**src/sv/srfr_pkg.sv**
```systemverilog
// Shared types and constants for the servo reply frame receiver.
`default_nettype none
package srfr_pkg;

    typedef enum logic [1:0] {
        MODE_START = 2'd0,
        MODE_BYTE  = 2'd1,
        MODE_TICK  = 2'd2
    } mode_t;

    typedef enum logic [1:0] {
        ST_OK       = 2'd0,
        ST_SIZE_ERR = 2'd1,
        ST_SUM_ERR  = 2'd2,
        ST_TIMEOUT  = 2'd3
    } status_t;

    localparam logic       REG_FRAME_LENGTH = 1'b0;
    localparam logic       REG_TIMEOUT_MS   = 1'b1;

    localparam logic [7:0]  HEADER_BYTE  = 8'hFF;
    localparam logic [7:0]  CHECK_MASK   = 8'hFE;
    localparam logic [5:0]  MIN_FRAME    = 6'd7;
    localparam logic [5:0]  FL_RESET     = 6'd9;
    localparam logic [15:0] TO_RESET     = 16'd100;
    localparam logic [15:0] ELAPSED_MAX  = 16'hFFFF;

    localparam logic [5:0]  IDX_HUNT     = 6'd0;
    localparam logic [5:0]  IDX_HDR2     = 6'd1;
    localparam logic [5:0]  IDX_SIZE     = 6'd2;
    localparam logic [5:0]  IDX_ID       = 6'd3;
    localparam logic [5:0]  IDX_CMD      = 6'd4;
    localparam logic [5:0]  IDX_CHK1     = 6'd5;
    localparam logic [5:0]  IDX_CHK2     = 6'd6;
    localparam logic [5:0]  IDX_DATA0    = 6'd7;
    localparam logic [5:0]  IDX_DATA3    = 6'd10;

    typedef struct packed {
        logic [5:0]  frame_len;   // clamped length
        logic [15:0] timeout_ms;
    } cfg_t;

    typedef struct packed {
        status_t         status;
        logic [3:0][7:0] data;
        logic [7:0]      command_code;
        logic [7:0]      servo_id;
    } res_t;

endpackage
`default_nettype wire

```
**src/sv/srfr_cfg.sv**
```systemverilog
// APB register file for frame length and timeout, with length clamping.
`default_nettype none
module srfr_cfg
    import srfr_pkg::*;
#(
    parameter int MAX_FRAME = 32
) (
    input  wire logic        aclk,
    input  wire logic        aresetn,
    input  wire logic        psel,
    input  wire logic        penable,
    input  wire logic        pwrite,
    input  wire logic [2:0]  paddr,
    input  wire logic [31:0] pwdata,
    output logic      [31:0] prdata,
    output cfg_t             cfg
);

    localparam logic [5:0] MAX_LEN = (MAX_FRAME > 63) ? 6'd63 : 6'(MAX_FRAME);

    logic [5:0]  frame_length_reg;
    logic [15:0] timeout_ms_reg;
    logic        wr_en;

    assign wr_en = psel && penable && pwrite;

    always_ff @(posedge aclk) begin
        if (!aresetn) begin
            frame_length_reg <= FL_RESET;
            timeout_ms_reg   <= TO_RESET;
        end else if (wr_en) begin
            unique case (paddr[2])
                REG_FRAME_LENGTH: frame_length_reg <= pwdata[5:0];
                REG_TIMEOUT_MS:   timeout_ms_reg   <= pwdata[15:0];
                default: ;
            endcase
        end
    end

    always_comb begin
        unique case (paddr[2])
            REG_FRAME_LENGTH: prdata = {26'd0, frame_length_reg};
            REG_TIMEOUT_MS:   prdata = {16'd0, timeout_ms_reg};
            default:          prdata = '0;
        endcase
    end

    always_comb begin
        if (frame_length_reg < MIN_FRAME) begin
            cfg.frame_len = MIN_FRAME;
        end else if (frame_length_reg > MAX_LEN) begin
            cfg.frame_len = MAX_LEN;
        end else begin
            cfg.frame_len = frame_length_reg;
        end
        cfg.timeout_ms = timeout_ms_reg;
    end

endmodule
`default_nettype wire

```
**src/sv/srfr_deframer.sv**
```systemverilog
// Frame state, header hunt, byte capture, checksum and timeout decision.
`default_nettype none
module srfr_deframer
    import srfr_pkg::*;
(
    input  wire logic       aclk,
    input  wire logic       aresetn,
    input  wire logic       fire,
    input  wire logic [1:0] mode,
    input  wire logic [7:0] rx_byte,
    input  wire cfg_t       cfg,
    output logic            res_valid,
    output res_t            res
);

    logic            armed_reg,      armed_next;
    logic [5:0]      byte_index_reg, byte_index_next;
    logic [7:0]      xor_sum_reg,    xor_sum_next;
    logic [7:0]      size_byte_reg,  size_byte_next;
    logic [7:0]      check_one_reg,  check_one_next;
    logic [7:0]      check_two_reg,  check_two_next;
    logic [7:0]      id_byte_reg,    id_byte_next;
    logic [7:0]      cmd_byte_reg,   cmd_byte_next;
    logic [3:0][7:0] data_reg,       data_next;
    logic [15:0]     elapsed_reg,    elapsed_next;

    logic            timeout_hit;
    logic            frame_done;
    logic [7:0]      c1;
    logic [7:0]      c2;

    always_comb begin
        armed_next      = armed_reg;
        byte_index_next = byte_index_reg;
        xor_sum_next    = xor_sum_reg;
        size_byte_next  = size_byte_reg;
        check_one_next  = check_one_reg;
        check_two_next  = check_two_reg;
        id_byte_next    = id_byte_reg;
        cmd_byte_next   = cmd_byte_reg;
        data_next       = data_reg;
        elapsed_next    = elapsed_reg;
        timeout_hit     = 1'b0;
        frame_done      = 1'b0;

        unique case (mode)
            MODE_START: begin
                armed_next      = 1'b1;
                byte_index_next = '0;
                xor_sum_next    = '0;
                size_byte_next  = '0;
                check_one_next  = '0;
                check_two_next  = '0;
                id_byte_next    = '0;
                cmd_byte_next   = '0;
                data_next       = '0;
                elapsed_next    = '0;
            end
            MODE_TICK: begin
                if (armed_reg) begin
                    if (elapsed_reg != ELAPSED_MAX) begin
                        elapsed_next = elapsed_reg + 16'd1;
                    end
                    if (elapsed_next >= cfg.timeout_ms) begin
                        timeout_hit = 1'b1;
                    end
                end
            end
            MODE_BYTE: begin
                if (armed_reg) begin
                    if (elapsed_reg >= cfg.timeout_ms) begin
                        timeout_hit = 1'b1;
                    end else if (byte_index_reg == IDX_HUNT) begin
                        if (rx_byte == HEADER_BYTE) begin
                            byte_index_next = IDX_HDR2;
                        end
                    end else if (byte_index_reg == IDX_HDR2) begin
                        byte_index_next = (rx_byte == HEADER_BYTE) ? IDX_SIZE : IDX_HUNT;
                    end else begin
                        if (byte_index_reg == IDX_SIZE) size_byte_next = rx_byte;
                        if (byte_index_reg == IDX_ID)   id_byte_next   = rx_byte;
                        if (byte_index_reg == IDX_CMD)  cmd_byte_next  = rx_byte;
                        if (byte_index_reg == IDX_CHK1) check_one_next = rx_byte;
                        if (byte_index_reg == IDX_CHK2) check_two_next = rx_byte;
                        if (byte_index_reg >= IDX_DATA0 && byte_index_reg <= IDX_DATA3) begin
                            data_next[2'(byte_index_reg - IDX_DATA0)] = rx_byte;
                        end
                        // checksum skips the two checksum bytes themselves
                        if (byte_index_reg <= IDX_CMD || byte_index_reg >= IDX_DATA0) begin
                            xor_sum_next = xor_sum_reg ^ rx_byte;
                        end
                        byte_index_next = byte_index_reg + 6'd1;
                        if (byte_index_next >= cfg.frame_len) begin
                            frame_done = 1'b1;
                        end
                    end
                end
            end
            default: ;
        endcase

        if (timeout_hit || frame_done) begin
            armed_next = 1'b0;
        end
    end

    assign c1 = xor_sum_next & CHECK_MASK;
    assign c2 = ~c1 & CHECK_MASK;

    always_comb begin
        res_valid = timeout_hit || frame_done;
        res       = '0;
        if (timeout_hit) begin
            res.status = ST_TIMEOUT;
        end else begin
            if (size_byte_next != {2'd0, cfg.frame_len}) begin
                res.status = ST_SIZE_ERR;
            end else if (check_one_next != c1 || check_two_next != c2) begin
                res.status = ST_SUM_ERR;
            end else begin
                res.status = ST_OK;
            end
            res.servo_id     = id_byte_next;
            res.command_code = cmd_byte_next;
            for (int k = 0; k < 4; k++) begin
                if (cfg.frame_len > IDX_DATA0 + 6'(k)) begin
                    res.data[k] = data_next[k];
                end
            end
        end
    end

    always_ff @(posedge aclk) begin
        if (!aresetn) begin
            armed_reg      <= 1'b0;
            byte_index_reg <= '0;
            xor_sum_reg    <= '0;
            size_byte_reg  <= '0;
            check_one_reg  <= '0;
            check_two_reg  <= '0;
            id_byte_reg    <= '0;
            cmd_byte_reg   <= '0;
            data_reg       <= '0;
            elapsed_reg    <= '0;
        end else if (fire) begin
            armed_reg      <= armed_next;
            byte_index_reg <= byte_index_next;
            xor_sum_reg    <= xor_sum_next;
            size_byte_reg  <= size_byte_next;
            check_one_reg  <= check_one_next;
            check_two_reg  <= check_two_next;
            id_byte_reg    <= id_byte_next;
            cmd_byte_reg   <= cmd_byte_next;
            data_reg       <= data_next;
            elapsed_reg    <= elapsed_next;
        end
    end

endmodule
`default_nettype wire

```
**src/sv/servo_reply_frame_receiver_top.sv**
```systemverilog
// Top level of the servo reply frame receiver: input stage, deframer, result register.
`default_nettype none
// Takes one item per clock: mode in s_tuser (0 start, 1 received byte, 2 one ms tick)
// and the byte in s_tdata. An item passes an input register, the deframer logic
// and a result register, which drives m_tvalid. While a result waits one more item is
// taken into the input register; the input stalls only when both registers are full
// and m_tready is low. Frame length is clamped to 7..MAX_FRAME, but never above 63.
module servo_reply_frame_receiver_top
    import srfr_pkg::*;
#(
    parameter int MAX_FRAME = 32
) (
    input  wire logic        aclk,
    input  wire logic        aresetn,
    input  wire logic        s_tvalid,
    output logic             s_tready,
    input  wire logic [7:0]  s_tdata,   // [7:0] rx_byte
    input  wire logic [1:0]  s_tuser,   // [1:0] mode
    output logic             m_tvalid,
    input  wire logic        m_tready,
    output logic      [47:0] m_tdata,   // servo_id, command_code, data_0..data_3
    output logic      [1:0]  m_tuser,   // [1:0] status
    input  wire logic        psel,
    input  wire logic        penable,
    input  wire logic        pwrite,
    input  wire logic [2:0]  paddr,
    input  wire logic [31:0] pwdata,
    output logic      [31:0] prdata,
    output logic             pready
);

    cfg_t       cfg;
    logic       in_valid_reg;
    logic [1:0] in_mode_reg;
    logic [7:0] in_byte_reg;
    logic       out_valid_reg;
    res_t       out_reg;
    logic       proc_fire;
    logic       res_valid;
    res_t       res;

    assign pready    = 1'b1;
    assign proc_fire = in_valid_reg && (!out_valid_reg || m_tready);
    assign s_tready  = !in_valid_reg || proc_fire;

    srfr_cfg #(
        .MAX_FRAME (MAX_FRAME)
    ) u_cfg (
        .aclk    (aclk),
        .aresetn (aresetn),
        .psel    (psel),
        .penable (penable),
        .pwrite  (pwrite),
        .paddr   (paddr),
        .pwdata  (pwdata),
        .prdata  (prdata),
        .cfg     (cfg)
    );

    srfr_deframer u_deframer (
        .aclk      (aclk),
        .aresetn   (aresetn),
        .fire      (proc_fire),
        .mode      (in_mode_reg),
        .rx_byte   (in_byte_reg),
        .cfg       (cfg),
        .res_valid (res_valid),
        .res       (res)
    );

    always_ff @(posedge aclk) begin
        if (!aresetn) begin
            in_valid_reg <= 1'b0;
        end else if (s_tready) begin
            in_valid_reg <= s_tvalid;
        end
    end

    always_ff @(posedge aclk) begin
        if (s_tready && s_tvalid) begin
            in_mode_reg <= s_tuser;
            in_byte_reg <= s_tdata;
        end
    end

    always_ff @(posedge aclk) begin
        if (!aresetn) begin
            out_valid_reg <= 1'b0;
        end else if (proc_fire) begin
            out_valid_reg <= res_valid;
        end else if (m_tready) begin
            out_valid_reg <= 1'b0;
        end
    end

    always_ff @(posedge aclk) begin
        if (proc_fire && res_valid) begin
            out_reg <= res;
        end
    end

    assign m_tvalid = out_valid_reg;
    assign m_tuser  = out_reg.status;
    assign m_tdata  = {out_reg.data[3], out_reg.data[2], out_reg.data[1], out_reg.data[0],
                       out_reg.command_code, out_reg.servo_id};

    a_timeout_zero: assert property (@(posedge aclk) disable iff (!aresetn)
        m_tvalid && m_tuser == ST_TIMEOUT |-> m_tdata == '0)
        else $error("timeout result carries frame data");

    a_rise_from_fire: assert property (@(posedge aclk) disable iff (!aresetn)
        $rose(m_tvalid) |-> $past(proc_fire))
        else $error("result appeared without a processed item");

    a_start_silent: assert property (@(posedge aclk) disable iff (!aresetn)
        proc_fire && in_mode_reg == MODE_START |=> !$rose(m_tvalid))
        else $error("start item produced a result");

    a_full_stall: assert property (@(posedge aclk) disable iff (!aresetn)
        in_valid_reg && out_valid_reg && !m_tready |-> !s_tready)
        else $error("input taken while both stages are full");

endmodule
`default_nettype wire

```
**config.mk**
```make
export PLATFORM = sky130hd
export DESIGN_NAME = servo_reply_frame_receiver_top
export DESIGN_NICKNAME = d
export VERILOG_FILES = /design/src/sv/srfr_pkg.sv /design/src/sv/srfr_cfg.sv /design/src/sv/srfr_deframer.sv /design/src/sv/servo_reply_frame_receiver_top.sv
export SDC_FILE = /design/constraint.sdc
export NUM_CORES = 1
export LEC_CHECK = 0
export BUFFER_PORTS_ARGS = -buffer_cell sky130_fd_sc_hd__buf_2
export CAP_MARGIN = 20
export CELL_PAD_IN_SITES_DETAIL_PLACEMENT = 1
export CELL_PAD_IN_SITES_GLOBAL_PLACEMENT = 2
export CORE_AREA = 2 2 165 167
export CTS_BUF_LIST = sky130_fd_sc_hd__clkbuf_4
export CTS_CLUSTER_SIZE = 40
export DETAILED_ROUTE_END_ITERATION = 12
export DIE_AREA = 0 0 167 169
export GPL_TIMING_DRIVEN = 0
export PLACE_DENSITY_LB_ADDON = 0.1
export SLEW_MARGIN = 5
export SYNTH_ARGS = -nofsm -noshare
export SYNTH_HDL_FRONTEND = slang
export SYNTH_SLANG_ARGS = --single-unit
```
**constraint.sdc**
```tcl
create_clock -name aclk -period 10.9 [get_ports aclk]
set_input_delay 1.09 -clock aclk [delete_from_list [all_inputs] [get_ports aclk]]
set_output_delay 1.09 -clock aclk [all_outputs]
set_load 0.1 [all_outputs]
```
==> metrics.txt <==
vias in the first global route=between 9k and 10k; post-CTS setup buffers=0; Tot GR Track Use=24.6%; Post-Synth Adder-Cell Area=~5.9%; met3 Usage GRT=approximately 3.2%; CTS tree=done; grt met1 use=between 30% and 40%; die area=about 0.028 mm2; Setup Viol. Count Final=0; xor/xnor share of the synthesized area=between 1.5 and 2%; most frequent cells in the layout=dfxtp_1, a22oi_1, nand2_1; crit start category=flip-flop; drt total wl=approximately 34000 um; Slowest cell on crit path=a211oi_1; Worst IR Drop VDD=roughly 0.071 mV; Core Area=0.0265 mm2; skew final=between 40 and 50 ps; CTS Buf Count=17; Slew headroom=between 20% and 30%; post-synthesis cell type count=77; Die Span Y=between 150 and 200 um; CP Max Fanout=45; CP arrival=roughly 6000 ps; CTS Hold Bufs=0; worst slew pin tran=1120 ps; pin count of the biggest net entering global routing=46; Synth area leaders=dfxtp_1, edfxtp_1, a22oi_1, ha_1, nor2b_1; Setup crit end kind=flip-flop; critical setup path kind=reg2reg; minimum clock period=between 5000 and 6000 ps; warnings from Yosys=0; Setup WS post-layout=~5200 ps; Cell Pwr Density=112 mW/mm2; crit path cell chain=clkbuf_1 > nand4_1 > nor4_1 > nand2b_1 > clkbuf_1 > nand2b_1 > nor2_1 > and3_1 > xor2_1 > ha_1 > a21o_1 > a21o_1 > a21oi_1 > o211ai_1 > a21oi_1 > a211oi_1 > o21ai_0 > inv_2 > buf_12; layout filler cell count=3195; WP buf/inv=4; area of the multi-input gates=between 0.005 and 0.006 mm2; min-delay worst type=reg2reg; flop and latch count out of synthesis=around 190; I/O pins=around 140; most common cell after layout, fill and taps aside=dfxtp_1; layout cell share with drive strength beyond 1=between 10 and 15%; outcome=finished clean; Die W=around 170 um; Syn-to-layout area delta=12.7%; routed vias=9178; Synth Area in Compound Gates=approximately 20%; largest family of logic cells by synthesized area=simple AND/OR/NAND/NOR gates; htree depth=4; Worst EP required=between 10000 and 15000 ps; area of the mapped netlist=0.0104 mm2; Initial Util=39.4%; fin nets=around 1.4k; largest area contributor in the netlist=dfxtp_1; drc violations=0; Port Buf Inserts=99; Post-synth EDFFs=60; DRT iter0 DRCs=around 650; wire per inst=21.0 um; unrepaired setup endpoints after global routing=no; max reg flops=between 40 and 50; Final ANT Viol Nets=0; Root Driver=clkbuf_4; count of pins over their slew limit=0; CP top delay family=simple AND/OR/NAND/NOR gates; sequential cell area=between 0.004 and 0.005 mm2; sequential-to-total area share from yosys stat=roughly 41%; GR peak layer=met2; slowest stage delay, CP=640 ps; DP Wirelength=between 20000 and 30000 um; First-pass DRT Iterations=6; Sink Count=approximately 190; met2 Resource Use GR=43.1%; final hold vios=0; Post-Synthesis Cells=1152; initial antenna violation count=1; clk buf depth=2; Routability Congestion=0.890; Skew-Pair Late Insertion Delay=620 ps; drt via density=roughly 5.6; first-pass GRT wire length=around 54000 um; Row Count=60; post-synthesis simple-gate area fraction=a little under a quarter; Worst-path clk slew=between 150 and 200 ps; hold slack=approximately 470 ps; leakage power=approximately 0.0045 uW; post_cts resized=0; syn_area_per_cell=9.05 um2; total negative slack=0 ps; global route overflow=0; final period utilization=about 52%; FMAX=approximately 180 MHz; post-synthesis mux area share=around 2.8%; Top FF cell, synth=dfxtp_1; top cell type's share of synthesized area=24.2%; pre-CTS setup slack=about 5300 ps; FFs w/ async S/R, synth=0%; maxcap violations=0; Finished Core Util=44.3%
[final cells by class]
type	instances	share of cell area, %
timing repair buffer	100	4.39
sequential	186	36.8
tap	341	3.63
multi-input combinational	859	47.8
buffer	89	3.62
clock buffer	17	1.09
antenna	2	0.0426
clock inverter	15	1.62
inverter	33	1.05
[where the power goes]
part | internal, uW | leakage [uW] | total (uW) | switching [uW]
Combinational | 37.5 | 0.00264 | 166 | 128
Clock | 112 | 0.000166 | 424 | 312
Sequential | 718 | 0.00165 | 725 | 6.56
Total | 868 | 0.00446 | 1310 | 447
[final timing paths]
path	cells past startpoint	startpoint	slack, ps	end
setup reg to reg	19	u_deframer.elapsed_reg[3]	5190	m_tdata[47]
hold / removal	2	u_cfg.timeout_ms_reg[9]	470	u_cfg.timeout_ms_reg[9]
setup / recovery	19	u_deframer.elapsed_reg[3]	5190	m_tdata[47]
hold reg to reg	2	u_cfg.timeout_ms_reg[9]	470	u_cfg.timeout_ms_reg[9]
[per-stage QoR]
stage	std cells	power (uW)	area, um2
2_1_floorplan	1167	848	10500
3_3_place_gp	1607	903	11400
3_5_place_dp	1608	904	11400
4_1_cts	1640	1320	11700
5_1_grt	1642	1360	11800
6_report	1642	1310	11800
[cells by family after synthesis]
logic type,after synthesis
flops,186
mux,28
compound gates,297
xor+xnor,19
other cells,2
simple gates,449
buf+inv,122
fa+ha+maj,49
[synthesized netlist by cell type, types with 19 or more instances]
cell	n
inv_1	32
nand2_1	108
nor2b_1	91
nor2_1	89
edfxtp_1	60
clkbuf_1	56
dfxtp_1	126
nor3_1	20
buf_4	19
a21oi_1	46
o21ai_0	34
and2_1	21
nand3_1	36
a22oi_1	114
a21boi_0	21
ha_1	49
[tightest hold or removal path: stages, from the launching register on]
cell and delay [ps]:
dfxtp_1 350, nand2_1 50, a21boi_0 60
[per-layer routing]
| layer | vias up | share of wire [%] |
|---|---|---|
| li1 | 4401 | - |
| met1 | 4507 | 45 |
| met2 | 222 | 49 |
| met3 | 48 | 3.9 |
| met4 | 0 | 2.6 |
| met5 | - | 0 |
(Power assumes the default switching activity.)
